File: config.mk
export PLATFORM = sky130hd
export DESIGN_NAME = hit_run_merger_core
export DESIGN_NICKNAME = d
export VERILOG_FILES = /design/src/hw/rtl/hrm_pkg.sv /design/src/hw/rtl/hrm_merge_unit.sv /design/src/hw/rtl/hrm_result_fifo.sv /design/src/hw/rtl/hit_run_merger_core.sv
export SDC_FILE = /design/constraint.sdc
export NUM_CORES = 2
export LEC_CHECK = 0
export CORE_MARGIN = 2
export CORE_UTILIZATION = 67
export CTS_BUF_LIST = sky130_fd_sc_hd__clkbuf_4
export DETAILED_ROUTE_END_ITERATION = 6
export DONT_BUFFER_PORTS = 1
export HOLD_SLACK_MARGIN = 0.02
export PLACE_DENSITY = 0.83
export SYNTH_ARGS = -nofsm -noshare
export SYNTH_HDL_FRONTEND = slang
export SYNTH_HIERARCHICAL = 1
export SYNTH_SLANG_ARGS = --single-unit
File: constraint.sdc
create_clock -name aclk -period 21 [get_ports aclk]
set_input_delay 4.2 -clock aclk [delete_from_list [all_inputs] [get_ports aclk]]
set_output_delay 4.2 -clock aclk [all_outputs]
set_load 0.05 [all_outputs]
File: src/hw/rtl/hrm_pkg.sv
// Shared types and constants for the hit run merger.
package hrm_pkg;

    // Field and position widths
    localparam int POS_BITS   = 32;
    localparam int FIELD_W    = 32;
    localparam int POS_W      = (POS_BITS < FIELD_W) ? POS_BITS : FIELD_W;
    localparam int NUM_FIELDS = 5;
    localparam int TDATA_W    = ((NUM_FIELDS * FIELD_W + 7) / 8) * 8;

    // Result queue sizing
    localparam int FIFO_DEPTH = 4;
    localparam int FIFO_AW    = $clog2(FIFO_DEPTH);
    localparam int FIFO_CW    = $clog2(FIFO_DEPTH + 1);

    typedef logic [FIELD_W-1:0] field_t;
    typedef logic [POS_W-1:0]   pos_t;
    typedef logic [POS_W:0]     wpos_t;

    localparam pos_t POS_MAX = '1;

    // One hit as taken from the input channel
    typedef struct packed {
        field_t seq_x_index;
        field_t seq_y_index;
        pos_t   start_x;
        pos_t   start_y;
        pos_t   hit_length;
        logic   last_hit;
    } hit_t;

    // One merged group as sent on the result channel
    typedef struct packed {
        field_t group_seq_x;
        field_t group_seq_y;
        field_t group_start_x;
        field_t group_start_y;
        field_t group_length;
        logic   end_of_list;
    } result_t;

    // Results written into the queue in one cycle, first entry first
    typedef struct packed {
        logic [1:0] count;
        result_t    first;
        result_t    second;
    } push_t;

endpackage

File: src/hw/rtl/hrm_merge_unit.sv
// Input register, open group state and merge decision for one hit per cycle while the result queue has room.
module hrm_merge_unit (
    input  logic           aclk,
    input  logic           aresetn,
    input  logic           hit_valid,
    output logic           hit_ready,
    input  hrm_pkg::hit_t  hit_in,
    input  logic           queue_room,
    output hrm_pkg::push_t push
);
    import hrm_pkg::*;

    logic  in_valid_reg, in_valid_next;
    hit_t  hit_reg;

    logic   open_reg, open_next;
    field_t open_seq_x_reg, open_seq_x_next;
    field_t open_seq_y_reg, open_seq_y_next;
    pos_t   open_start_x_reg, open_start_x_next;
    pos_t   open_start_y_reg, open_start_y_next;
    pos_t   open_length_reg, open_length_next;
    wpos_t  open_end_reg, open_end_next;
    wpos_t  open_sat_end_reg, open_sat_end_next;

    logic  advance;
    logic  joins;
    logic  closes;
    logic  widens;
    logic  saturates;
    wpos_t new_end;
    wpos_t span;
    result_t closed_group;
    result_t flushed_group;

    // Take a hit when the register is empty or drains this cycle
    assign advance   = in_valid_reg && queue_room;
    assign hit_ready = !in_valid_reg || advance;

    assign in_valid_next = hit_ready ? hit_valid : in_valid_reg;

    always_ff @(posedge aclk) begin
        if (!aresetn) begin
            in_valid_reg <= 1'b0;
        end else begin
            in_valid_reg <= in_valid_next;
        end
    end

    always_ff @(posedge aclk) begin
        if (hit_ready && hit_valid) begin
            hit_reg <= hit_in;
        end
    end

    // Join test against the exclusive end, one bit wider so it never wraps
    always_comb begin
        joins = open_reg
             && (hit_reg.seq_x_index == open_seq_x_reg)
             && (hit_reg.seq_y_index == open_seq_y_reg)
             && ({1'b0, hit_reg.start_x} < open_end_reg);
        closes    = open_reg && !joins;
        new_end   = {1'b0, hit_reg.start_x} + {1'b0, hit_reg.hit_length};
        widens    = joins && (new_end > open_end_reg);
        span      = new_end - {1'b0, open_start_x_reg};
        saturates = span[POS_W];
    end

    // Next group state: open on a new hit, widen on a joining hit, clear on last
    always_comb begin
        open_seq_x_next   = open_seq_x_reg;
        open_seq_y_next   = open_seq_y_reg;
        open_start_x_next = open_start_x_reg;
        open_start_y_next = open_start_y_reg;
        open_length_next  = open_length_reg;
        open_end_next     = open_end_reg;
        open_sat_end_next = open_sat_end_reg;
        if (!open_reg || closes) begin
            open_seq_x_next   = hit_reg.seq_x_index;
            open_seq_y_next   = hit_reg.seq_y_index;
            open_start_x_next = hit_reg.start_x;
            open_start_y_next = hit_reg.start_y;
            open_length_next  = hit_reg.hit_length;
            open_end_next     = new_end;
            open_sat_end_next = {1'b0, hit_reg.start_x} + {1'b0, POS_MAX};
        end else if (widens) begin
            open_length_next = saturates ? POS_MAX : span[POS_W-1:0];
            open_end_next    = saturates ? open_sat_end_reg : new_end;
        end
        open_next = advance ? !hit_reg.last_hit : open_reg;
    end

    always_ff @(posedge aclk) begin
        if (!aresetn) begin
            open_reg <= 1'b0;
        end else begin
            open_reg <= open_next;
        end
    end

    always_ff @(posedge aclk) begin
        if (!aresetn) begin
            open_seq_x_reg   <= '0;
            open_seq_y_reg   <= '0;
            open_start_x_reg <= '0;
            open_start_y_reg <= '0;
            open_length_reg  <= '0;
            open_end_reg     <= '0;
            open_sat_end_reg <= '0;
        end else if (advance) begin
            open_seq_x_reg   <= open_seq_x_next;
            open_seq_y_reg   <= open_seq_y_next;
            open_start_x_reg <= open_start_x_next;
            open_start_y_reg <= open_start_y_next;
            open_length_reg  <= open_length_next;
            open_end_reg     <= open_end_next;
            open_sat_end_reg <= open_sat_end_next;
        end
    end

    // Build the closed group and the flushed group
    always_comb begin
        closed_group.group_seq_x   = open_seq_x_reg;
        closed_group.group_seq_y   = open_seq_y_reg;
        closed_group.group_start_x = FIELD_W'(open_start_x_reg);
        closed_group.group_start_y = FIELD_W'(open_start_y_reg);
        closed_group.group_length  = FIELD_W'(open_length_reg);
        closed_group.end_of_list   = 1'b0;

        flushed_group.group_seq_x   = open_seq_x_next;
        flushed_group.group_seq_y   = open_seq_y_next;
        flushed_group.group_start_x = FIELD_W'(open_start_x_next);
        flushed_group.group_start_y = FIELD_W'(open_start_y_next);
        flushed_group.group_length  = FIELD_W'(open_length_next);
        flushed_group.end_of_list   = 1'b1;
    end

    // Hand zero, one or two results to the queue
    always_comb begin
        push.count  = 2'd0;
        push.first  = closes ? closed_group : flushed_group;
        push.second = flushed_group;
        if (advance) begin
            push.count = 2'({1'b0, closes} + {1'b0, hit_reg.last_hit});
        end
    end

    // The stored end always matches start plus length while a group is open
    assert property (@(posedge aclk) disable iff (!aresetn)
        open_reg |-> (open_end_reg == {1'b0, open_start_x_reg} + {1'b0, open_length_reg}))
        else $error("open group end out of step with its length");

    // A last hit leaves no group open
    assert property (@(posedge aclk) disable iff (!aresetn)
        (advance && hit_reg.last_hit) |=> !open_reg)
        else $error("group still open after last hit");

    // Group state holds while no hit is taken
    assert property (@(posedge aclk) disable iff (!aresetn)
        !advance |=> ($stable(open_reg) && $stable(open_length_reg)))
        else $error("group state moved without a hit");

endmodule

File: src/hw/rtl/hrm_result_fifo.sv
// Small result queue that takes up to two groups a cycle and sends one while the output is ready.
module hrm_result_fifo (
    input  logic             aclk,
    input  logic             aresetn,
    input  hrm_pkg::push_t   push,
    output logic             room,
    output logic             out_valid,
    input  logic             out_ready,
    output hrm_pkg::result_t out_data
);
    import hrm_pkg::*;

    result_t entries [FIFO_DEPTH];

    logic [FIFO_AW-1:0] wr_ptr_reg, wr_ptr_next;
    logic [FIFO_AW-1:0] rd_ptr_reg, rd_ptr_next;
    logic [FIFO_CW-1:0] count_reg, count_next;
    logic               pop;

    assign out_valid = (count_reg != '0);
    assign out_data  = entries[rd_ptr_reg];
    assign pop       = out_valid && out_ready;
    assign room      = (count_reg <= FIFO_CW'(FIFO_DEPTH - 2));

    // Advance pointers and occupancy
    always_comb begin
        wr_ptr_next = wr_ptr_reg + FIFO_AW'(push.count);
        rd_ptr_next = rd_ptr_reg + FIFO_AW'(pop);
        count_next  = count_reg + FIFO_CW'(push.count) - FIFO_CW'(pop);
    end

    always_ff @(posedge aclk) begin
        if (!aresetn) begin
            wr_ptr_reg <= '0;
            rd_ptr_reg <= '0;
            count_reg  <= '0;
        end else begin
            wr_ptr_reg <= wr_ptr_next;
            rd_ptr_reg <= rd_ptr_next;
            count_reg  <= count_next;
        end
    end

    // Store the incoming groups in order
    always_ff @(posedge aclk) begin
        if (push.count != 2'd0) begin
            entries[wr_ptr_reg] <= push.first;
        end
        if (push.count == 2'd2) begin
            entries[wr_ptr_reg + FIFO_AW'(1)] <= push.second;
        end
    end

    // Occupancy never exceeds the depth
    assert property (@(posedge aclk) disable iff (!aresetn)
        count_reg <= FIFO_CW'(FIFO_DEPTH))
        else $error("result queue overflow");

    // No writes arrive unless there was room for two
    assert property (@(posedge aclk) disable iff (!aresetn)
        (push.count != 2'd0) |-> room)
        else $error("result written without room");

    // Pointers stay in step with the occupancy
    assert property (@(posedge aclk) disable iff (!aresetn)
        (count_reg == '0 || count_reg == FIFO_CW'(FIFO_DEPTH))
            |-> (wr_ptr_reg == rd_ptr_reg))
        else $error("queue pointers disagree with count");

endmodule

File: src/hw/rtl/hit_run_merger_core.sv
// Top level of the hit run merger: stream ports, merge unit and result queue.
// Data path: input register, then merge decision, then result queue, then the master side.
// Throughput: one hit per cycle while each hit closes or flushes at most one group and
// m_tready is high; a hit that closes and flushes gives the result port two groups.
// The result port sends one group per cycle while m_tready is high; the input
// holds off while the four-entry result queue has room for fewer than two groups.
// Reset: synchronous, active low; clears the input register, the open group and the queue.
module hit_run_merger_core (
    input  logic                        aclk,
    input  logic                        aresetn,
    input  logic                        s_tvalid,
    output logic                        s_tready,
    // seq_x_index, seq_y_index, start_x, start_y, hit_length (lowest first)
    input  logic [hrm_pkg::TDATA_W-1:0] s_tdata,
    input  logic                        s_tlast,
    output logic                        m_tvalid,
    input  logic                        m_tready,
    // group_seq_x, group_seq_y, group_start_x, group_start_y, group_length (lowest first)
    output logic [hrm_pkg::TDATA_W-1:0] m_tdata,
    output logic                        m_tlast
);
    import hrm_pkg::*;

    hit_t    hit_in;
    push_t   push;
    logic    queue_room;
    result_t out_data;

    // Unpack the incoming transaction
    always_comb begin
        hit_in.seq_x_index = s_tdata[0*FIELD_W +: FIELD_W];
        hit_in.seq_y_index = s_tdata[1*FIELD_W +: FIELD_W];
        hit_in.start_x     = s_tdata[2*FIELD_W +: POS_W];
        hit_in.start_y     = s_tdata[3*FIELD_W +: POS_W];
        hit_in.hit_length  = s_tdata[4*FIELD_W +: POS_W];
        hit_in.last_hit    = s_tlast;
    end

    hrm_merge_unit u_merge (
        .aclk       (aclk),
        .aresetn    (aresetn),
        .hit_valid  (s_tvalid),
        .hit_ready  (s_tready),
        .hit_in     (hit_in),
        .queue_room (queue_room),
        .push       (push)
    );

    hrm_result_fifo u_fifo (
        .aclk      (aclk),
        .aresetn   (aresetn),
        .push      (push),
        .room      (queue_room),
        .out_valid (m_tvalid),
        .out_ready (m_tready),
        .out_data  (out_data)
    );

    // Pack the outgoing transaction
    always_comb begin
        m_tdata = '0;
        m_tdata[0*FIELD_W +: FIELD_W] = out_data.group_seq_x;
        m_tdata[1*FIELD_W +: FIELD_W] = out_data.group_seq_y;
        m_tdata[2*FIELD_W +: FIELD_W] = out_data.group_start_x;
        m_tdata[3*FIELD_W +: FIELD_W] = out_data.group_start_y;
        m_tdata[4*FIELD_W +: FIELD_W] = out_data.group_length;
        m_tlast = out_data.end_of_list;
    end

endmodule

# ---- Word-level counts from Yosys, hierarchy flattened
# Memories as Yosys holds them, arrays and structs flattened. A register that Yosys moved wholly into a read port is not among the register bits.
# Index checks and enable logic that the tools add are counted.
dict set report classes {
  n_addsub 9
  n_lt_le_gt_ge 3
  n_reduce_logical 19
  eq_ne 3
  n_mux 17
}
# cell n
set ops {}
lappend ops {{32-bit 2-to-1 mux} 7}
lappend ops {{161-bit 2-to-1 mux} 1}
lappend ops {{33-bit 2-to-1 mux} 3}
lappend ops {{32-bit == test} 2}
lappend ops {{32-bit by 32-bit adder with 33-bit output} 1}
lappend ops {{32-bit by 32-bit adder with 33-bit output, second input constant} 1}
lappend ops {{33-bit greater-than comparator} 1}
lappend ops {{32-bit by 33-bit less-than comparator with 1-bit output} 1}
lappend ops {{33-bit by 32-bit subtractor with 33-bit output} 1}
lappend ops {{1-bit logical AND} 8}
lappend ops {{1-bit logical NOT} 4}
lappend ops {{1-bit 2-to-1 mux} 4}
lappend ops {{2-bit 2-to-1 mux} 2}
lappend ops {{2-bit AND reduction} 2}
lappend ops {{2-bit nonzero test} 2}
lappend ops {{3-bit by 2-bit adder with 3-bit output} 1}
lappend ops {{3-bit by 2-bit less-or-equal comparator with 1-bit output, second input constant} 1}
lappend ops {{3-bit nonzero test} 1}
lappend ops {{3-bit by 1-bit subtractor with 3-bit output} 1}
lappend ops {{1-bit by 1-bit adder with 2-bit output} 1}
lappend ops {{2-bit by 1-bit adder with 2-bit output} 1}
lappend ops {{2-bit by 1-bit adder with 2-bit output, second input constant} 1}
lappend ops {{2-bit adder} 1}
lappend ops {{2-bit == test, second input constant} 1}
lappend ops {{1-bit logical OR} 2}
dict set report word_totals {
  output_inout_bits 163
  register_bits 396
  mem_bits_rw 644
  wordCells 70
  n_memories 1
}
# name depth width rd rd_ports_with_merged_regs wr line
set memory_table {}
lappend memory_table {u_fifo.entries 4 161 1 1 2 hrm_result_fifo.sv:13} ;# result_t entries [FIFO_DEPTH];

# ---- Logic depth before layout (Yosys ltp)
dict set report depth {
  word_depth 11
  ltp_mapped 23
  mapped_depth_nobuf 21
}

# ---- By module
# The synthesis kept the hierarchy.
# module seq_area_each_um2 area_per_inst_um2 n_inst cells_per_inst
set modules_own_cells {}
lappend modules_own_cells {hrm_result_fifo 19478.7 31450.2 1 1602}
lappend modules_own_cells {hrm_merge_unit 9399.0 23711.5 1 2827}

# ---- Worst setup path before layout
# Ideal clock, no wire load.
dict set report synth_timing {
  path_type {register to register}
  startpoint {register u_merge/hit_reg[95] in the netlist's numbering}
  endpoint {memory u_fifo/entries[0][0] in the netlist's numbering, enable pin}
  arrival_time_ns 14.540
  setup_slack_ns 5.557
  stages_incl_launch_ff 15
  synth_period_minus_slack_ns 15.443
  setup_time_ns 0.904
  cell_sequence {edfxtp_1 ha_1 a21oi_1 nor3b_1 a2111oi_0 nand4_1 nor4_1 nand2_1 nand2_1 clkbuf_1 inv_1 ha_1 and3_1 o21bai_1 o21ai_0}
}
# element line
set synth_rtl {}
lappend synth_rtl {{from (decl)} hrm_merge_unit.sv:14} ;# hit_t hit_reg;
lappend synth_rtl {{from (signal assigned)} hrm_merge_unit.sv:51} ;# hit_reg <= hit_in;
lappend synth_rtl {{to (decl)} hrm_result_fifo.sv:13}

==> results.md <==
- Gate family responsible for the most delay along the worst path: buffers and inverters
- Worst Max-Slew Pin Slew: 1.183 ns
- Boundary pin count: 328
- Compound-Gate Fraction of Synth Area: 7.594%
- Horizontal die dimension: 290.9 um
- Post-cts sizing count: 0
- Setup Crit Path Kind: flop to primary output
- Post-place setup slack: 13.27 ns
- CP cell instances: buf_4 > buf_4 > mux4_2
- Slowest stage cell on the critical path: dfxtp_4
- Worst-case headroom to the max-slew limit: 21.11%
- Vias in the first global route: 37530
- Number of antenna violations at the first check in global routing: 37
- Worst Path Max Fanout: 47
- CTS tree: built
- Worst min path class: flop to flop
- Routed vias: 38230
- Worst Skew: 0.1476 ns
- Number of levels in the clock H-tree: 5
- Fraction of layout cells with a size suffix above 1: 26.06%
- Sequential cell area fraction in the yosys report: 52.35%
- DP HPWL: 96100 um
- HP Start: u_merge/open_end_reg[21]$_SDFFE_PN0P_
- FF+latch count, synth: 1040
- Largest stage delay on the critical path: 0.93 ns
- Maximum frequency from static timing analysis: 0.1140 GHz
- Critical path endpoint category: primary output
- Fin nets: 4736
- Yosys warning count: 6
- Clock network latency to the later pin of the worst-skew pair: 1.23 ns
- Fin Setup TNS: 0 ns
- Cell repeated most along the worst path: buf_4
- Number of filler instances in the final layout: 5399
- Mux contribution to synthesized area: 22.71%
- Min-Delay Path Depth: 2
- Post-synthesis instance total: 4429
- Placed Cells: 5217
- Power density normalized to cell area: 110.2 nW/um^2
- Gp weighted congestion: 0.9860
- Combined global-route utilization of all metal layers: 35.27%
- Chip height: 290.9 um
- Synth Cell Area: 55160 sq um
- Final Routed Wirelength: 151000 um
- Outcome: complete, but fails checks
- Lkg Pwr: 0.02041 uW
- Tightest hold margin: 0.4626 ns
- Maximum buffer depth of the clock tree: 4
- Peak ir drop on the vdd network: 0.0001058 V
- End of the worst register-to-register path: u_fifo/entries[3][21]$_DFFE_PP_
- Adder-cell area share of the yosys netlist: 3.126%
- Startpoint of the worst-slack reg-to-reg timing path: u_merge/hit_reg[65]$_DFFE_PP_
- Mean routed wirelength per cell: 26.29 um
- Wire length of the first global-routing pass: 227500 um
- Min cycle time layout: 8.775 ns
- Post-Layout Cell Count: 5745
- Yosys cell types: 92
- RSZ-0062 raised after global routing: false
- Max capacitance violation total: 0
- Remaining antenna violation count after routing: 0
- Post-Syn Nets: 4730
- Final count of hold timing violations: 0
- Die area: 84640 sq um
- Critical Path Source Type: flop
- PnR Total Power: 6503 uW
- Final setup violation count: 0
- Xor-xnor portion of the synthesized cell area: 2.046%
- Detailed Route Iter0 Violations: 4650
- Worst-case hold path end point: u_merge/open_end_reg[21]$_SDFFE_PN0P_
- Root Buffer: clkbuf_4
- Final global-route overflow total: 0
- Largest net degree at the start of global routing: 183
- Max reg flops: 644
- Violations in the final reports: DRC
- Average instance area after synthesis: 12.45 sq um
- Router iterations before antenna repair: 7
- DRC violations left: 2
- Number of buffer cells added on primary ports: 0
- Core footprint: 81850 sq um
- Final count of pins violating max slew: 0
- Total setup buffers inserted after CTS: 0
- Number of synthesized flops with an enable pin: 805
- Async SR Flop Fraction: 0%
- Buf/Inv on CP: 2
- Area Growth Syn to Fin: 6.963%
- Clock sink count: 1040
- Period utilisation layout: 41.79%
- Via-to-Cell Ratio: 6.654
- Simple-gate share of the synthesized area: 8.485%
- Arrival time worst endpoint: 4.58 ns
- Cell row count: 105
- Main combinational cell family by area after synthesis: multiplexers
- Worst reg2reg setup slack: 13.53 ns
- Cts bufs inserted: 286
- Cell depth of the worst flop-to-flop path: 22
- Worst-case setup margin in the final layout: 12.22 ns
- Hold buffer count at CTS: 0
- Clock-pin slew reported for the worst setup and hold paths after clock tree synthesis: 0.06 ns
- Initial standard-cell utilization of the core: 67.40%
- Most common flop cell mapped by yosys: edfxtp_1
- Critical path data required time: 16.80 ns
==> routing by layer <==
| layer | track usage, % | up-vias | wire length (um) |
|---|---|---|---|
| li1 | - | 16810 | - |
| met1 | 48.25 | 18830 | 59120 |
| met2 | 54.70 | 2225 | 69930 |
| met3 | 9.033 | 332 | 17060 |
| met4 | 13.38 | 26 | 4745 |
| met5 | 0 | - | 187 |
==> logic make-up (layout without fill, tap and decap cells) <==
family          after synthesis  count (layout)
compound gates              698             698
buf+inv                     433             644
simple gates               1043            1043
flops                      1040            1040
xor+xnor                    124             124
mux                         954             954
other cells                   1              36
fa+ha+maj                   136             136
==> final cells by class <==
class                      instances  area [sq um]  share of cell area (%)
multi-input combinational       2956         24360                   41.29
clock buffer                     438          3288                   5.573
tap                             1070          1339                   2.269
sequential                      1040         28890                   48.96
clock inverter                    55         240.2                  0.4072
antenna                           35         87.58                  0.1484
timing repair buffer              53         422.9                  0.7168
inverter                          98         372.9                  0.6319
==> metrics by stage <==
stage | instance area, sq um | util [%]
after global placement | 55390 | 67.67
final | 59000 | 72.09
after detailed placement | 55390 | 67.67
after global routing | 58970 | 72.05
after floorplan | 55160 | -
after CTS | 58920 | 71.98
==> cell usage after synthesis, types with 7 or more instances <==
cell	instances	area, sq um
inv_1	97	364.1
and2_1	14	87.58
a311oi_1	7	61.31
mux2_1	277	3119
o31ai_1	7	52.55
nor3_1	43	215.2
and3_1	11	68.82
a22oi_1	23	172.7
nand4_1	59	369.1
dfxtp_1	235	4705
xor2_1	39	341.6
a21oi_1	302	1511
or4_1	7	52.55
o21bai_1	10	75.07
o21ai_0	149	745.7
ha_1	133	1664
buf_1	9	33.78
nor4_1	27	168.9
nand2_1	591	2218
a21o_1	29	217.7
a211oi_1	49	367.9
or3_1	7	43.79
buf_6	19	214.0
a31oi_1	36	225.2
mux4_2	161	3626
xnor2_1	81	709.4
mux2_2	495	5574
clkbuf_1	219	822.0
buf_2	57	285.3
edfxtp_1	805	24170
o211ai_1	9	67.56
nor2_1	146	548.0
buf_4	20	150.1
nand3_1	31	155.2
o21a_1	12	90.09
mux2i_1	21	210.2
nor2b_1	11	68.82
nand2b_1	67	419.2
buf_8	10	150.1
==> power by group <==
part | internal [uW] | total (uW) | leakage, uW | switching [uW]
combinational | 716 | 2150 | 0.00893 | 1430
clock | 958 | 1790 | 0.00215 | 832
sequential | 2420 | 2570 | 0.00933 | 141
==> cell usage in the layout, fill, tap and decap left out, types with 9 or more instances in the layout <==
cell and count:
inv_1 97, nor4_1 27, mux2_2 495, a211oi_1 49, nand2_1 589, clkbuf_4 438
buf_4 51, nor3_1 43, diode_2 35, and2_1 12, clkinv_1 40, edfxtp_1 805
o21ai_0 148, a31oi_1 36, nand2b_1 67, mux4_2 161, xnor2_1 81, nand4_1 59
o211ai_1 9, dfxtp_1 232, nor2_1 142, mux2i_1 21, nand3_1 31, a21o_1 29
a22oi_1 23, o21a_1 12, a21oi_1 301, o21bai_1 9, mux2_1 277, nor2b_1 11
inv_2 10, and3_1 11, ha_1 133, xor2_1 39
==> worst max path at each step <==
stage	startpoint	endpoint	slack, ns	cells after the start
2_1_floorplan	u_merge/hit_reg[95]$_DFFE_PP_	u_fifo/entries[0][0]$_DFFE_PP_	5.56	14
3_3_place_gp	u_fifo/rd_ptr_reg[0]$_SDFF_PN0_	m_tdata[146]	13.30	3
3_5_place_dp	u_fifo/rd_ptr_reg[0]$_SDFF_PN0_	m_tdata[141]	13.27	3
4_1_cts	u_fifo/rd_ptr_reg[0]$_SDFF_PN0_	m_tdata[141]	12.03	3
5_1_grt	u_fifo/rd_ptr_reg[0]$_SDFF_PN0_	m_tdata[141]	11.85	3
6_report	u_fifo/rd_ptr_reg[0]$_SDFF_PN0_	m_tdata[141]	12.22	3
==> worst min-delay path, cell delays in order, from the launching register on <==
cell	delay, ns
dfxtp_1	0.31
nand3_1	0.05
o21ai_1	0.05
No activity file was read; power rests on OpenSTA's default activity.
